## src/design/fcsg_pkg.sv

```systemverilog
// Shared types, codes and constants for the filled circle span generator.
`default_nettype none
package fcsg_pkg;

    localparam int COORD_BITS_DEF = 16;
    localparam int CLIP_BITS      = 15;
    localparam int SHADE_BITS     = 7;
    localparam int CHAN_BITS      = 8;
    localparam int COLOR_BITS     = 32;
    localparam int STATUS_BITS    = 3;
    localparam int NUM_SLOTS      = 4;
    localparam int SLOT_IDX_BITS  = $clog2(NUM_SLOTS);
    localparam int REG_IDX_BITS   = 3;
    localparam int M_DATA_W       = 80;
    localparam int M_USER_W       = STATUS_BITS + 1;

    localparam logic [CLIP_BITS-1:0]  CLIP_MAX    = 15'h7FFF;
    localparam logic [SHADE_BITS-1:0] SHADE_RESET = 7'd100;
    localparam logic [CHAN_BITS-1:0]  ALPHA_MAX   = 8'hFF;

    // alpha * shade, then divide by 100 as multiply by 5243 and shift by 19
    localparam int PROD_BITS    = CHAN_BITS + SHADE_BITS;
    localparam int DIV100_BITS  = 13;
    localparam logic [DIV100_BITS-1:0] DIV100_MUL = 13'd5243;
    localparam int DIV100_SHIFT = 19;

    // midpoint decision increments
    localparam int DEC_STEP_DIAG = 5;
    localparam int DEC_STEP_AXIS = 3;

    localparam logic KIND_START = 1'b0;
    localparam logic KIND_STEP  = 1'b1;

    typedef enum logic [STATUS_BITS-1:0] {
        ST_SPAN       = 3'd0,
        ST_ACCEPTED   = 3'd1,
        ST_EMPTY      = 3'd2,
        ST_BAD_RADIUS = 3'd3,
        ST_NO_SPAN    = 3'd4,
        ST_IDLE       = 3'd5
    } status_t;

    typedef enum logic [REG_IDX_BITS-1:0] {
        REG_CLIP_LEFT   = 3'd0,
        REG_CLIP_TOP    = 3'd1,
        REG_CLIP_WIDTH  = 3'd2,
        REG_CLIP_HEIGHT = 3'd3,
        REG_SCAN_ENABLE = 3'd4,
        REG_SCAN_SHADE  = 3'd5
    } reg_idx_t;

    typedef struct packed {
        logic [CLIP_BITS-1:0]  clip_left;
        logic [CLIP_BITS-1:0]  clip_top;
        logic [CLIP_BITS-1:0]  clip_width;
        logic [CLIP_BITS-1:0]  clip_height;
        logic                  scan_en;
        logic [SHADE_BITS-1:0] scan_shade;
    } cfg_t;

    typedef struct packed {
        logic                 circle_done;
        status_t              status;
        logic [CHAN_BITS-1:0] alpha;
        logic [CHAN_BITS-1:0] blue;
        logic [CHAN_BITS-1:0] green;
        logic [CHAN_BITS-1:0] red;
        logic [CLIP_BITS-1:0] span_row;
        logic [CLIP_BITS-1:0] span_right;
        logic [CLIP_BITS-1:0] span_left;
    } result_t;

    typedef struct packed {
        result_t [NUM_SLOTS-1:0] slot;
        logic [NUM_SLOTS-1:0]    mask;
    } batch_t;

endpackage
`default_nettype wire

```

## src/design/fcsg_cfg.sv

```systemverilog
// Configuration register file: clip window and scanline shading.
`default_nettype none
module fcsg_cfg (
    input  wire logic                                  aclk,
    input  wire logic                                  aresetn,
    input  wire logic                                  cfg_we,
    input  wire logic [fcsg_pkg::REG_IDX_BITS-1:0]     cfg_addr,
    input  wire logic [fcsg_pkg::CLIP_BITS-1:0]        cfg_wdata,
    output fcsg_pkg::cfg_t                             cfg,
    output logic [fcsg_pkg::SHADE_BITS-1:0]            shade_next
);

    fcsg_pkg::cfg_t cfg_reg, cfg_next;

    always_comb begin
        cfg_next = cfg_reg;
        if (cfg_we) begin
            case (fcsg_pkg::reg_idx_t'(cfg_addr))
                fcsg_pkg::REG_CLIP_LEFT:   cfg_next.clip_left   = cfg_wdata;
                fcsg_pkg::REG_CLIP_TOP:    cfg_next.clip_top    = cfg_wdata;
                fcsg_pkg::REG_CLIP_WIDTH:  cfg_next.clip_width  = cfg_wdata;
                fcsg_pkg::REG_CLIP_HEIGHT: cfg_next.clip_height = cfg_wdata;
                fcsg_pkg::REG_SCAN_ENABLE: cfg_next.scan_en     = cfg_wdata[0];
                fcsg_pkg::REG_SCAN_SHADE:
                    cfg_next.scan_shade = cfg_wdata[fcsg_pkg::SHADE_BITS-1:0];
                default: ;
            endcase
        end
    end

    always_ff @(posedge aclk) begin
        if (!aresetn) begin
            cfg_reg            <= '0;
            cfg_reg.scan_shade <= fcsg_pkg::SHADE_RESET;
        end else begin
            cfg_reg <= cfg_next;
        end
    end

    assign cfg        = cfg_reg;
    assign shade_next = cfg_next.scan_shade;

endmodule
`default_nettype wire

```

## src/design/fcsg_core.sv

```systemverilog
// Input register, circle state and single-pass start and midpoint step logic.
`default_nettype none
module fcsg_core #(
    parameter int COORD_BITS = fcsg_pkg::COORD_BITS_DEF
) (
    input  wire logic                                aclk,
    input  wire logic                                aresetn,
    input  wire logic                                s_tvalid,
    output logic                                     s_tready,
    input  wire logic                                s_kind,
    input  wire logic signed [COORD_BITS-1:0]        s_center_x,
    input  wire logic signed [COORD_BITS-1:0]        s_center_y,
    input  wire logic signed [COORD_BITS-1:0]        s_radius,
    input  wire logic [fcsg_pkg::COLOR_BITS-1:0]     s_color,
    input  fcsg_pkg::cfg_t                           cfg,
    input  wire logic [fcsg_pkg::SHADE_BITS-1:0]     shade_next,
    input  wire logic                                emit_ready,
    output logic                                     batch_load,
    output fcsg_pkg::batch_t                         batch
);

    localparam int XW = ((COORD_BITS > fcsg_pkg::CLIP_BITS + 1) ?
                         COORD_BITS : fcsg_pkg::CLIP_BITS + 1) + 3;
    localparam int DW = COORD_BITS + 3;
    localparam int QW = fcsg_pkg::PROD_BITS + fcsg_pkg::DIV100_BITS;
    localparam logic signed [XW-1:0] ONE_W   = XW'(1);
    localparam logic signed [XW-1:0] DIAG_W  = XW'(fcsg_pkg::DEC_STEP_DIAG);
    localparam logic signed [XW-1:0] AXIS_W  = XW'(fcsg_pkg::DEC_STEP_AXIS);
    localparam logic signed [XW-1:0] CMAX_W  = XW'(fcsg_pkg::CLIP_MAX);

    // input register
    logic                             in_valid_reg, in_valid_next;
    logic                             kind_reg;
    logic signed [COORD_BITS-1:0]     cx_reg, cy_reg, r_reg;
    logic [fcsg_pkg::COLOR_BITS-1:0]  color_reg;

    // circle state
    logic                             busy_reg, busy_next;
    logic [COORD_BITS-1:0]            step_x_reg, step_x_next;
    logic [COORD_BITS-1:0]            step_y_reg, step_y_next;
    logic signed [DW-1:0]             dec_reg, dec_next;
    logic signed [COORD_BITS-1:0]     hcx_reg, hcx_next, hcy_reg, hcy_next;
    logic [fcsg_pkg::COLOR_BITS-1:0]  hcolor_reg, hcolor_next;
    logic [fcsg_pkg::PROD_BITS-1:0]   prod_reg, prod_next;

    logic                             load, accept;
    logic                             win_ok;
    logic signed [XW-1:0]             left_w, top_w, right_w, bottom_w;
    logic signed [XW-1:0]             right_raw, bottom_raw;
    logic signed [XW-1:0]             cx_w, cy_w, r_w;
    logic signed [XW-1:0]             x_w, y_w, kd_w, hx_w, hy_w;
    logic signed [XW-1:0]             x_n, y_n, kd_n;
    logic                             done;
    fcsg_pkg::status_t                start_st;
    logic [QW-1:0]                    quot_full;
    logic [QW-fcsg_pkg::DIV100_SHIFT-1:0] quot;
    logic [fcsg_pkg::CHAN_BITS-1:0]   shaded;
    logic signed [XW-1:0]             sp_x1 [fcsg_pkg::NUM_SLOTS];
    logic signed [XW-1:0]             sp_x2 [fcsg_pkg::NUM_SLOTS];
    logic signed [XW-1:0]             sp_row [fcsg_pkg::NUM_SLOTS];
    logic [fcsg_pkg::NUM_SLOTS-1:0]   sp_en, sp_vis;
    logic signed [XW-1:0]             cl, cr;

    assign s_tready   = !in_valid_reg || emit_ready;
    assign accept     = s_tvalid && s_tready;
    assign load       = in_valid_reg && emit_ready;
    assign batch_load = load;

    // window
    always_comb begin
        win_ok     = (cfg.clip_width != '0) && (cfg.clip_height != '0);
        left_w     = XW'(cfg.clip_left);
        top_w      = XW'(cfg.clip_top);
        right_raw  = left_w + XW'(cfg.clip_width) - ONE_W;
        bottom_raw = top_w + XW'(cfg.clip_height) - ONE_W;
        right_w    = (right_raw > CMAX_W) ? CMAX_W : right_raw;
        bottom_w   = (bottom_raw > CMAX_W) ? CMAX_W : bottom_raw;
    end

    // start checks
    always_comb begin
        cx_w = XW'(cx_reg);
        cy_w = XW'(cy_reg);
        r_w  = XW'(r_reg);
        if (!win_ok) begin
            start_st = fcsg_pkg::ST_EMPTY;
        end else if (r_w < 0) begin
            start_st = fcsg_pkg::ST_BAD_RADIUS;
        end else if ((cx_w + r_w < left_w) || (cx_w - r_w > right_w) ||
                     (cy_w + r_w < top_w) || (cy_w - r_w > bottom_w)) begin
            start_st = fcsg_pkg::ST_EMPTY;
        end else begin
            start_st = fcsg_pkg::ST_ACCEPTED;
        end
    end

    // midpoint step
    always_comb begin
        x_w  = XW'(step_x_reg);
        y_w  = XW'(step_y_reg);
        kd_w = XW'(dec_reg);
        hx_w = XW'(hcx_reg);
        hy_w = XW'(hcy_reg);
        if (kd_w >= 0) begin
            y_n  = y_w - ONE_W;
            kd_n = kd_w + ((x_w - y_n) <<< 1) + DIAG_W;
        end else begin
            y_n  = y_w;
            kd_n = kd_w + (x_w <<< 1) + AXIS_W;
        end
        x_n  = x_w + ONE_W;
        done = x_n > y_n;

        sp_x1[0] = hx_w - y_w;  sp_x2[0] = hx_w + y_w;  sp_row[0] = hy_w - x_w;
        sp_x1[1] = hx_w - y_w;  sp_x2[1] = hx_w + y_w;  sp_row[1] = hy_w + x_w;
        sp_x1[2] = hx_w - x_w;  sp_x2[2] = hx_w + x_w;  sp_row[2] = hy_w - y_w;
        sp_x1[3] = hx_w - x_w;  sp_x2[3] = hx_w + x_w;  sp_row[3] = hy_w + y_w;
        sp_en[0] = 1'b1;
        sp_en[1] = (x_w != 0);
        sp_en[2] = (kd_w >= 0) && (y_w != x_w);
        sp_en[3] = sp_en[2];
    end

    // odd row alpha
    always_comb begin
        quot_full = QW'(prod_reg) * QW'(fcsg_pkg::DIV100_MUL);
        quot      = quot_full[QW-1:fcsg_pkg::DIV100_SHIFT];
        shaded    = (quot > (QW-fcsg_pkg::DIV100_SHIFT)'(fcsg_pkg::ALPHA_MAX)) ?
                    fcsg_pkg::ALPHA_MAX : quot[fcsg_pkg::CHAN_BITS-1:0];
    end

    // result batch
    always_comb begin
        batch = '0;
        cl    = '0;
        cr    = '0;
        for (int k = 0; k < fcsg_pkg::NUM_SLOTS; k++) begin
            sp_vis[k] = sp_en[k] && win_ok &&
                        !((sp_x2[k] < left_w) || (sp_x1[k] > right_w) ||
                          (sp_row[k] < top_w) || (sp_row[k] > bottom_w));
        end
        if (kind_reg == fcsg_pkg::KIND_START) begin
            batch.slot[0].status = start_st;
            batch.mask           = fcsg_pkg::NUM_SLOTS'(1);
        end else if (!busy_reg) begin
            batch.slot[0].status = fcsg_pkg::ST_IDLE;
            batch.mask           = fcsg_pkg::NUM_SLOTS'(1);
        end else if (sp_vis == '0) begin
            batch.slot[0].status      = fcsg_pkg::ST_NO_SPAN;
            batch.slot[0].circle_done = done;
            batch.mask                = fcsg_pkg::NUM_SLOTS'(1);
        end else begin
            batch.mask = sp_vis;
            for (int k = 0; k < fcsg_pkg::NUM_SLOTS; k++) begin
                cl = (sp_x1[k] < left_w) ? left_w : sp_x1[k];
                cr = (sp_x2[k] > right_w) ? right_w : sp_x2[k];
                batch.slot[k].status      = fcsg_pkg::ST_SPAN;
                batch.slot[k].circle_done = done;
                batch.slot[k].span_left   = cl[fcsg_pkg::CLIP_BITS-1:0];
                batch.slot[k].span_right  = cr[fcsg_pkg::CLIP_BITS-1:0];
                batch.slot[k].span_row    = sp_row[k][fcsg_pkg::CLIP_BITS-1:0];
                batch.slot[k].red         = hcolor_reg[31:24];
                batch.slot[k].green       = hcolor_reg[23:16];
                batch.slot[k].blue        = hcolor_reg[15:8];
                batch.slot[k].alpha       = (cfg.scan_en && sp_row[k][0]) ?
                                            shaded : hcolor_reg[7:0];
            end
        end
    end

    // state update
    always_comb begin
        in_valid_next = s_tready ? s_tvalid : in_valid_reg;
        busy_next     = busy_reg;
        step_x_next   = step_x_reg;
        step_y_next   = step_y_reg;
        dec_next      = dec_reg;
        hcx_next      = hcx_reg;
        hcy_next      = hcy_reg;
        hcolor_next   = hcolor_reg;
        if (load) begin
            if (kind_reg == fcsg_pkg::KIND_START) begin
                busy_next = (start_st == fcsg_pkg::ST_ACCEPTED);
                if (start_st == fcsg_pkg::ST_ACCEPTED) begin
                    hcx_next    = cx_reg;
                    hcy_next    = cy_reg;
                    hcolor_next = color_reg;
                    step_x_next = '0;
                    step_y_next = r_reg;
                    dec_next    = DW'(ONE_W - r_w);
                end
            end else if (busy_reg) begin
                busy_next   = !done;
                step_x_next = x_n[COORD_BITS-1:0];
                step_y_next = y_n[COORD_BITS-1:0];
                dec_next    = kd_n[DW-1:0];
            end
        end
        prod_next = fcsg_pkg::PROD_BITS'(hcolor_next[7:0]) *
                    fcsg_pkg::PROD_BITS'(shade_next);
    end

    always_ff @(posedge aclk) begin
        if (!aresetn) begin
            in_valid_reg <= 1'b0;
            busy_reg     <= 1'b0;
            step_x_reg   <= '0;
            step_y_reg   <= '0;
            dec_reg      <= '0;
        end else begin
            in_valid_reg <= in_valid_next;
            busy_reg     <= busy_next;
            step_x_reg   <= step_x_next;
            step_y_reg   <= step_y_next;
            dec_reg      <= dec_next;
        end
    end

    always_ff @(posedge aclk) begin
        if (accept) begin
            kind_reg  <= s_kind;
            cx_reg    <= s_center_x;
            cy_reg    <= s_center_y;
            r_reg     <= s_radius;
            color_reg <= s_color;
        end
        hcx_reg    <= hcx_next;
        hcy_reg    <= hcy_next;
        hcolor_reg <= hcolor_next;
        prod_reg   <= prod_next;
    end

endmodule
`default_nettype wire

```

## src/design/fcsg_emit.sv

```systemverilog
// Result buffer: holds one batch of up to four results and sends them in order.
`default_nettype none
module fcsg_emit (
    input  wire logic            aclk,
    input  wire logic            aresetn,
    input  wire logic            batch_load,
    input  fcsg_pkg::batch_t     batch,
    output logic                 emit_ready,
    output logic                 m_tvalid,
    input  wire logic            m_tready,
    output fcsg_pkg::result_t    m_result,
    output logic                 m_last
);

    fcsg_pkg::result_t [fcsg_pkg::NUM_SLOTS-1:0] slot_reg;
    logic [fcsg_pkg::NUM_SLOTS-1:0] mask_reg, mask_next;
    logic [fcsg_pkg::NUM_SLOTS-1:0] sel, rest, mask_after;
    logic [fcsg_pkg::SLOT_IDX_BITS-1:0] idx;
    logic pop;

    always_comb begin
        idx = '0;
        for (int k = fcsg_pkg::NUM_SLOTS - 1; k >= 0; k--) begin
            if (mask_reg[k]) begin
                idx = fcsg_pkg::SLOT_IDX_BITS'(k);
            end
        end
        sel        = mask_reg & (~mask_reg + fcsg_pkg::NUM_SLOTS'(1));
        rest       = mask_reg & ~sel;
        m_tvalid   = (mask_reg != '0);
        pop        = m_tvalid && m_tready;
        mask_after = pop ? rest : mask_reg;
        emit_ready = (mask_after == '0);
        mask_next  = batch_load ? batch.mask : mask_after;
        m_result   = slot_reg[idx];
        m_last     = (rest == '0);
    end

    always_ff @(posedge aclk) begin
        if (!aresetn) begin
            mask_reg <= '0;
        end else begin
            mask_reg <= mask_next;
        end
    end

    always_ff @(posedge aclk) begin
        if (batch_load) begin
            slot_reg <= batch.slot;
        end
    end

endmodule
`default_nettype wire

```

## src/design/filled_circle_span_generator.sv

```systemverilog
// Top level of the filled circle span generator.
//
//  channel  direction  handshake            payload
//  s_       in         s_tvalid / s_tready  tuser kind; tdata center_x, center_y, radius, colour
//  m_       out        m_tvalid / m_tready  tuser status, circle_done; tdata span; tlast
//  cfg_     in         cfg_we               cfg_addr register index, cfg_wdata value
//
//  A start item or an idle step gives one result; a circle step gives one to four.
//  An item waits in the input register until the result buffer is free, then its
//  results leave the result buffer at one per cycle while m_tready is high.
//  The next item is taken in the cycle the last result of the previous one goes out.
//  Reset is synchronous on aresetn low and drops any item in flight.
//  m_tready low holds the result buffer and, through it, the input register.
`default_nettype none
module filled_circle_span_generator #(
    parameter int COORD_BITS = fcsg_pkg::COORD_BITS_DEF
) (
    input  wire logic                                   aclk,
    input  wire logic                                   aresetn,
    input  wire logic                                   s_tvalid,
    output logic                                        s_tready,
    // center_x, center_y, radius, fill_color, then zero padding
    input  wire logic [((3*COORD_BITS+fcsg_pkg::COLOR_BITS+7)/8)*8-1:0] s_tdata,
    // kind
    input  wire logic                                   s_tuser,
    output logic                                        m_tvalid,
    input  wire logic                                   m_tready,
    // span_left, span_right, span_row, red, green, blue, alpha, zero padding
    output logic [fcsg_pkg::M_DATA_W-1:0]               m_tdata,
    // status, circle_done
    output logic [fcsg_pkg::M_USER_W-1:0]               m_tuser,
    output logic                                        m_tlast,
    input  wire logic                                   cfg_we,
    input  wire logic [fcsg_pkg::REG_IDX_BITS-1:0]      cfg_addr,
    input  wire logic [fcsg_pkg::CLIP_BITS-1:0]         cfg_wdata
);

    localparam int PAY_BITS = 3 * fcsg_pkg::CLIP_BITS + 4 * fcsg_pkg::CHAN_BITS;

    fcsg_pkg::cfg_t                   cfg;
    logic [fcsg_pkg::SHADE_BITS-1:0]  shade_next;
    logic                             emit_ready;
    logic                             batch_load;
    fcsg_pkg::batch_t                 batch;
    fcsg_pkg::result_t                m_result;

    fcsg_cfg u_cfg (
        .aclk       (aclk),
        .aresetn    (aresetn),
        .cfg_we     (cfg_we),
        .cfg_addr   (cfg_addr),
        .cfg_wdata  (cfg_wdata),
        .cfg        (cfg),
        .shade_next (shade_next)
    );

    fcsg_core #(
        .COORD_BITS (COORD_BITS)
    ) u_core (
        .aclk       (aclk),
        .aresetn    (aresetn),
        .s_tvalid   (s_tvalid),
        .s_tready   (s_tready),
        .s_kind     (s_tuser),
        .s_center_x (s_tdata[COORD_BITS-1:0]),
        .s_center_y (s_tdata[2*COORD_BITS-1:COORD_BITS]),
        .s_radius   (s_tdata[3*COORD_BITS-1:2*COORD_BITS]),
        .s_color    (s_tdata[3*COORD_BITS+fcsg_pkg::COLOR_BITS-1:3*COORD_BITS]),
        .cfg        (cfg),
        .shade_next (shade_next),
        .emit_ready (emit_ready),
        .batch_load (batch_load),
        .batch      (batch)
    );

    fcsg_emit u_emit (
        .aclk       (aclk),
        .aresetn    (aresetn),
        .batch_load (batch_load),
        .batch      (batch),
        .emit_ready (emit_ready),
        .m_tvalid   (m_tvalid),
        .m_tready   (m_tready),
        .m_result   (m_result),
        .m_last     (m_tlast)
    );

    assign m_tdata = {(fcsg_pkg::M_DATA_W - PAY_BITS)'(0),
                      m_result.alpha, m_result.blue, m_result.green, m_result.red,
                      m_result.span_row, m_result.span_right, m_result.span_left};
    assign m_tuser = {m_result.circle_done, m_result.status};

endmodule
`default_nettype wire

```

## config.mk

```make
export PLATFORM = sky130hd
export DESIGN_NAME = filled_circle_span_generator
export DESIGN_NICKNAME = d
export VERILOG_FILES = /design/src/design/fcsg_pkg.sv /design/src/design/fcsg_cfg.sv /design/src/design/fcsg_core.sv /design/src/design/fcsg_emit.sv /design/src/design/filled_circle_span_generator.sv
export SDC_FILE = /design/constraint.sdc
export NUM_CORES = 2
export LEC_CHECK = 0
export ABC_AREA = 0
export BUFFER_PORTS_ARGS = -buffer_cell sky130_fd_sc_hd__buf_4
export CAP_MARGIN = 30
export CORE_MARGIN = 3
export CORE_UTILIZATION = 35
export DETAILED_ROUTE_END_ITERATION = 16
export PLACE_DENSITY = 0.53
export SLEW_MARGIN = 10
export SYNTH_ARGS = -nofsm -noshare
export SYNTH_HDL_FRONTEND = slang
export SYNTH_HIERARCHICAL = 1
export SYNTH_SLANG_ARGS = --single-unit
export TNS_END_PERCENT = 10
```

## constraint.sdc

```tcl
create_clock -name aclk -period 33.4 [get_ports aclk]
set_clock_uncertainty 0.05 [all_clocks]
set_input_delay 6.68 -clock aclk [delete_from_list [all_inputs] [get_ports aclk]]
set_output_delay 6.68 -clock aclk [all_outputs]
set_load 0.02 [all_outputs]
```

=== Word-level counts from Yosys, hierarchy flattened ===
Index checks and enable logic that the tools add are counted.

* Bits of input ports: 104
* Bits in writable memories: 0
* Bits in latches: 0
* Memories kept: 0
* Register bits after elaboration: 475
* Word-level logic and storage cells: 210
* ROM bits: 0

* Multiply operators: 2
* Divide/modulo/power cells: 0
* Bitwise operators: 6
* Shifts and indexed selects: 0
* Reductions and logical operators: 53
* $add $sub $neg: 25
* Order comparisons: 27
* Equal/unequal tests: 8
* Multiplexer cells: 46

{| class="wikitable"
|+ Operator list
! operator !! number
|-
| $gt 18x19->1 || 9
|-
| $bmux 81 s2 || 1
|-
| $lt 18x16->1 || 8
|-
| $mux 19 || 7
|-
| $mux 16 || 6
|-
| $mux 81 || 1
|-
| $add 16x17->18 || 4
|-
| $sub 16x17->18 || 4
|-
| $mux 8 || 8
|-
| $mux 15 || 4
|-
| $gt 19x16->1 const B || 2
|-
| $sub 19x1->19 const B || 2
|-
| $add 16x16->17 || 2
|-
| $lt 17x16->1 || 2
|-
| $sub 16x16->17 || 2
|-
| $add 15x15->16 || 2
|-
| $reduce_bool 15->1 || 2
|-
| $mul 15x13->28 const B || 1
|-
| $mux 4 || 5
|-
| $add 19x18->19 || 1
|-
| $add 19x19->19 || 1
|-
| $add 19x3->19 const B || 1
|-
| $add 19x4->19 const B || 1
|-
| $ge 19x1->1 const B || 1
|-
| other kinds (34) || 90
|}

=== Depth between registers and ports, before layout ===
* Word-level depth: 16
* Gate-level depth with buffers: 49
* Depth with buffers taken out: 47

=== Hierarchy ===
Netlist, hierarchy kept.

{| class="wikitable"
|+ By module, submodules not included
! module !! instances !! area each (µm²) !! cells each
|-
| fcsg_core || 1 || 37597.3 || 4494
|-
| fcsg_emit || 1 || 12692.2 || 734
|-
| fcsg_cfg || 1 || 2632.5 || 255
|-
| filled_circle_span_generator || 1 || 26.3 || 4
|}

=== Worst setup path after synthesis ===
No wires, ideal clock.

* Path type: in2reg
* Start: in m_tready
* End: reg u_core.step_x_reg[3]
* Path slack: 18.040 ns
* Data arrival time: 15.175 ns
* Buffers on the path: 2
* Stages: 10
* Path through: nand2b_1 > a211oi_1 > a21o_1 > nand2_1 > inv_1 > nand3_1 > nand2b_1 > clkbuf_1 > buf_2 > a31oi_1

* Cells in the longest elaborated chain, start to end: 5

{| class="wikitable"
|+ RTL lines
! element !! line !! RTL
|-
| from (decl) || filled_circle_span_generator.sv:27 || <nowiki>input wire logic m_tready,</nowiki>
|-
| $logic_and 1x1->1 || fcsg_emit.sv:31 || <nowiki>pop = m_tvalid && m_tready;</nowiki>
|-
| $mux 4 || fcsg_emit.sv:32 || <nowiki>mask_after = pop ? rest : mask_reg;</nowiki>
|-
| $logic_not 4->1 || fcsg_emit.sv:33 || <nowiki>emit_ready = (mask_after == '0);</nowiki>
|-
| net emit_ready || filled_circle_span_generator.sv:42 || <nowiki>logic emit_ready;</nowiki>
|-
| $logic_and 1x1->1 || fcsg_core.sv:66 || <nowiki>assign load = in_valid_reg && emit_ready;</nowiki>
|-
| net batch_load || filled_circle_span_generator.sv:43 || <nowiki>logic batch_load;</nowiki>
|-
| $reduce_and 3->1 (no line) || n/a ||
|-
| to (signal assigned) || fcsg_core.sv:213 || <nowiki>step_x_reg <= step_x_next;</nowiki>
|-
| to (decl) || fcsg_core.sv:39 || <nowiki>logic [COORD_BITS-1:0] step_x_reg, step_x_next;</nowiki>
|}

The timed path passes the listed nets, and every way through them passes these cells.
A chain may end at the register's enable or synchronous reset.

=== Final worst setup path ===
* Start: in m_tready
* End: out s_tready

* Cells in the longest elaborated chain, start to end: 4

{| class="wikitable"
|+ RTL lines
! element !! line !! RTL
|-
| $logic_and 1x1->1 || fcsg_emit.sv:31 ||
|-
| $mux 4 || fcsg_emit.sv:32 ||
|-
| $logic_not 4->1 || fcsg_emit.sv:33 ||
|-
| net emit_ready || filled_circle_span_generator.sv:42 ||
|-
| $logic_or 1x1->1 || fcsg_core.sv:64 || <nowiki>assign s_tready = !in_valid_reg || emit_ready;</nowiki>
|-
| to (decl) || filled_circle_span_generator.sv:21 || <nowiki>output logic s_tready,</nowiki>
|}

The timed path passes the listed nets, and every way through them passes these cells.

==> flow_summary.yaml <==
sta:
  fin_crit_sh: 0.436
  fin_ws_ns: 18.84
  setup_tns_ns: 0
  drv_slew: 0
  timing.fmax_mhz: 68.7
  rsz0062_at_grt: "false"
  final-setup-viol-count: 0
  maxSlewHeadroom: 0.286
  worstMarginPinSlew_ns: 1.06
  period_minus_slack_ns: 14.56
  timing.hold.ws_ns: 0.368
  final-hold-violation-count: 0
synth:
  yosysMostFrequentCell: "ha_1"
  synth_common_cells: "795 x ha_1, 470 x inv_1, 461 x edfxtp_1"
  synth_area_leaders: "edfxtp_1 26%, ha_1 19%, dfxtp_1 5.6%, fa_1 4.3%, xnor2_1 4.1%"
  synth_cells: 5487
  post-synth-top-area-cell: "edfxtp_1"
  ys_ff_latch: 609
  synth_flop_cell: "edfxtp_1"
  syn-cell-area_sq_um: 52900
  synthArstFlopShare: 0
  synth-seq-area-share: 0.317
  yosys.area.top_type_share: 0.261
  synth_edf_count: 461
  avgSynthCellArea_sq_um: 9.65
  ys_types: 92
  ys_warn_count: 6
cts:
  cts_tree: "yes"
  cts_sinks: 609
  clk_pin_slew_worst_paths_ns: 0.05
  ctsHoldBuffers: 0
  root_buffer: "clkbuf_16"
  htree_num_levels: 3
  numCtsBuffers: 76
  cts_setup_buffers: 0
  cts_max_path_buffers: 3
  insertion_delay_ns: 0.72
  post_cts_resized: 0
worst_setup_path:
  regToRegEndpoint: "u_core/prod_reg[14]$_DFF_P_"
  slowest_stage: "a21o_1"
  ff2ff_path_depth: 45
  crit_buf_inv: 2
  worstSetupPathType: "in -> out"
  critPathMaxStageDelay_ns: 0.35
  r2r_setup_slack_ns: 21.34
  critPathMaxFanout: 4
  cp-end-kind: "primary output"
  cp.required_ns: 26.67
  worstPathCellList: "buf_4, nand2b_1, a211oi_1, a21o_1, nand2b_1, buf_4"
  cp.arrival_ns: 7.83
  start_kind: "input pin"
  crit_family: "compound AO/OA/AOI/OAI gates"
  reg2reg_from: "u_cfg/cfg[39]$_SDFFE_PN0P_"
global_route:
  grt_antenna_before_repair: 9
  grt_pass1_wl_microns: 266000
  met1_usage: 0.312
  grt-ovfl-total: 0
  grt_max_degree: 142
  grtUsageMet2: 0.363
  busiest_layer: "met2"
  grt_usage: 0.227
  grt_pass1_vias: 41170
  use_met3: 0.0305
finish:
  largest_reg_flops: 324
  drive_above_1_share: 0.0979
  syn_to_final_growth_pct: 9.84
  final_cell_count_no_fill: 7568
  final_util: 0.387
  final_nets: 6497
  final_area_sq_um: 58200
place:
  post-place-cells: 7420
  place_congestion: 0.957
  dpl_worst_slack_ns: 18.90
  dp_hpwl_microns: 139000
  place_area_sq_um: 55500
  io_buffers: 187
floorplan:
  die_w_microns: 395
  core_area_sq_um: 150000
  std_cell_rows: 142
  ios: 191
  dieArea_sq_um: 156000
  die_y_microns: 395
  initial_core_util: 0.353
route:
  drc_errors: 0
  firstDrtPassIters: 6
  num_vias: 41742
  drtIter0Drc: 3303
  vias_per_cell: 5.52
  wire_per_inst_microns: 23.9
  postRouteAntennaNets: 0
  routed_wl_microns: 181000
hold_path:
  min_path_cells: 0
  min_to: "u_core/hcolor_reg[31]$_DFFE_PP_"
  hold_class: "reg -> reg"
  hp-start: "u_core/color_reg[31]$_DFFE_PP_"
power:
  power_mw: 2.30
  powerDensity_nw_per_um2: 39.6
  p_leak_nw: 24.6
  ir_drop_uv: 36.2
run_status:
  status: "complete, no violations"
flow_run:
  cap_violations: 0
## area by class of cell
type | count | area (sq um)
tap | 2016 | 2520
antenna | 5 | 12.5
inverter | 476 | 1800
fill | 15019 | 92000
sequential | 609 | 16800
clock buffer | 90 | 2000
multi-input combinational | 4054 | 32400
timing repair buffer | 266 | 2060
clock inverter | 52 | 579
## report_power, final
group	switching (mW)	leakage, nW	internal (mW)
logic	0.364	17.8	0.228
registers	0.0225	5.64	0.839
clock network	0.366	1.22	0.483
total	0.752	24.6	1.55
## cells by family (layout without fill, tap and decap cells)
logic type      after synthesis  count (layout)  synth area share
fa+ha+maj                   913             913             0.232
flops                       609             609             0.317
compound gates             1290            1290             0.172
xor+xnor                    317             317            0.0524
other cells                   2              17          0.000142
simple gates               1392            1392             0.127
mux                         130             130            0.0250
buf+inv                     834             884            0.0732
## how the worst max path moves through the flow
stage	startpoint	endpoint	slack, ns	cells past startpoint
floorplan	m_tready	u_core/step_x_reg[3]$_SDFFE_PN0P_	18.04	10
global placement	m_tready	s_tready	18.89	6
detailed placement	m_tready	s_tready	18.90	6
CTS	m_tready	s_tready	18.88	6
global route	m_tready	s_tready	18.79	6
finish	m_tready	s_tready	18.84	6
## cells in the final DEF (no fill, tap or decap), types with 91 or more instances in the layout
master | synthesis | routed
o21ai_0 | 189 | 189
a21o_1 | 93 | 93
nor3_1 | 105 | 105
mux2i_1 | 111 | 111
xnor2_1 | 250 | 250
fa_1 | 115 | 115
nor2_1 | 386 | 385
o221ai_1 | 91 | 91
a21oi_1 | 346 | 346
nor2b_1 | 154 | 154
nand2_1 | 353 | 353
inv_1 | 470 | 468
ha_1 | 795 | 795
dfxtp_1 | 148 | 147
buf_4 | 148 | 260
edfxtp_1 | 461 | 461
a211oi_1 | 95 | 95
## per-layer routing
layer,part of all wire,vias up
met2,0.45,1314
met5,0.000066,-
li1,-,19652
met1,0.45,20491
met3,0.056,283
met4,0.042,2
Note: power is estimated with default switching activity, not from simulation.
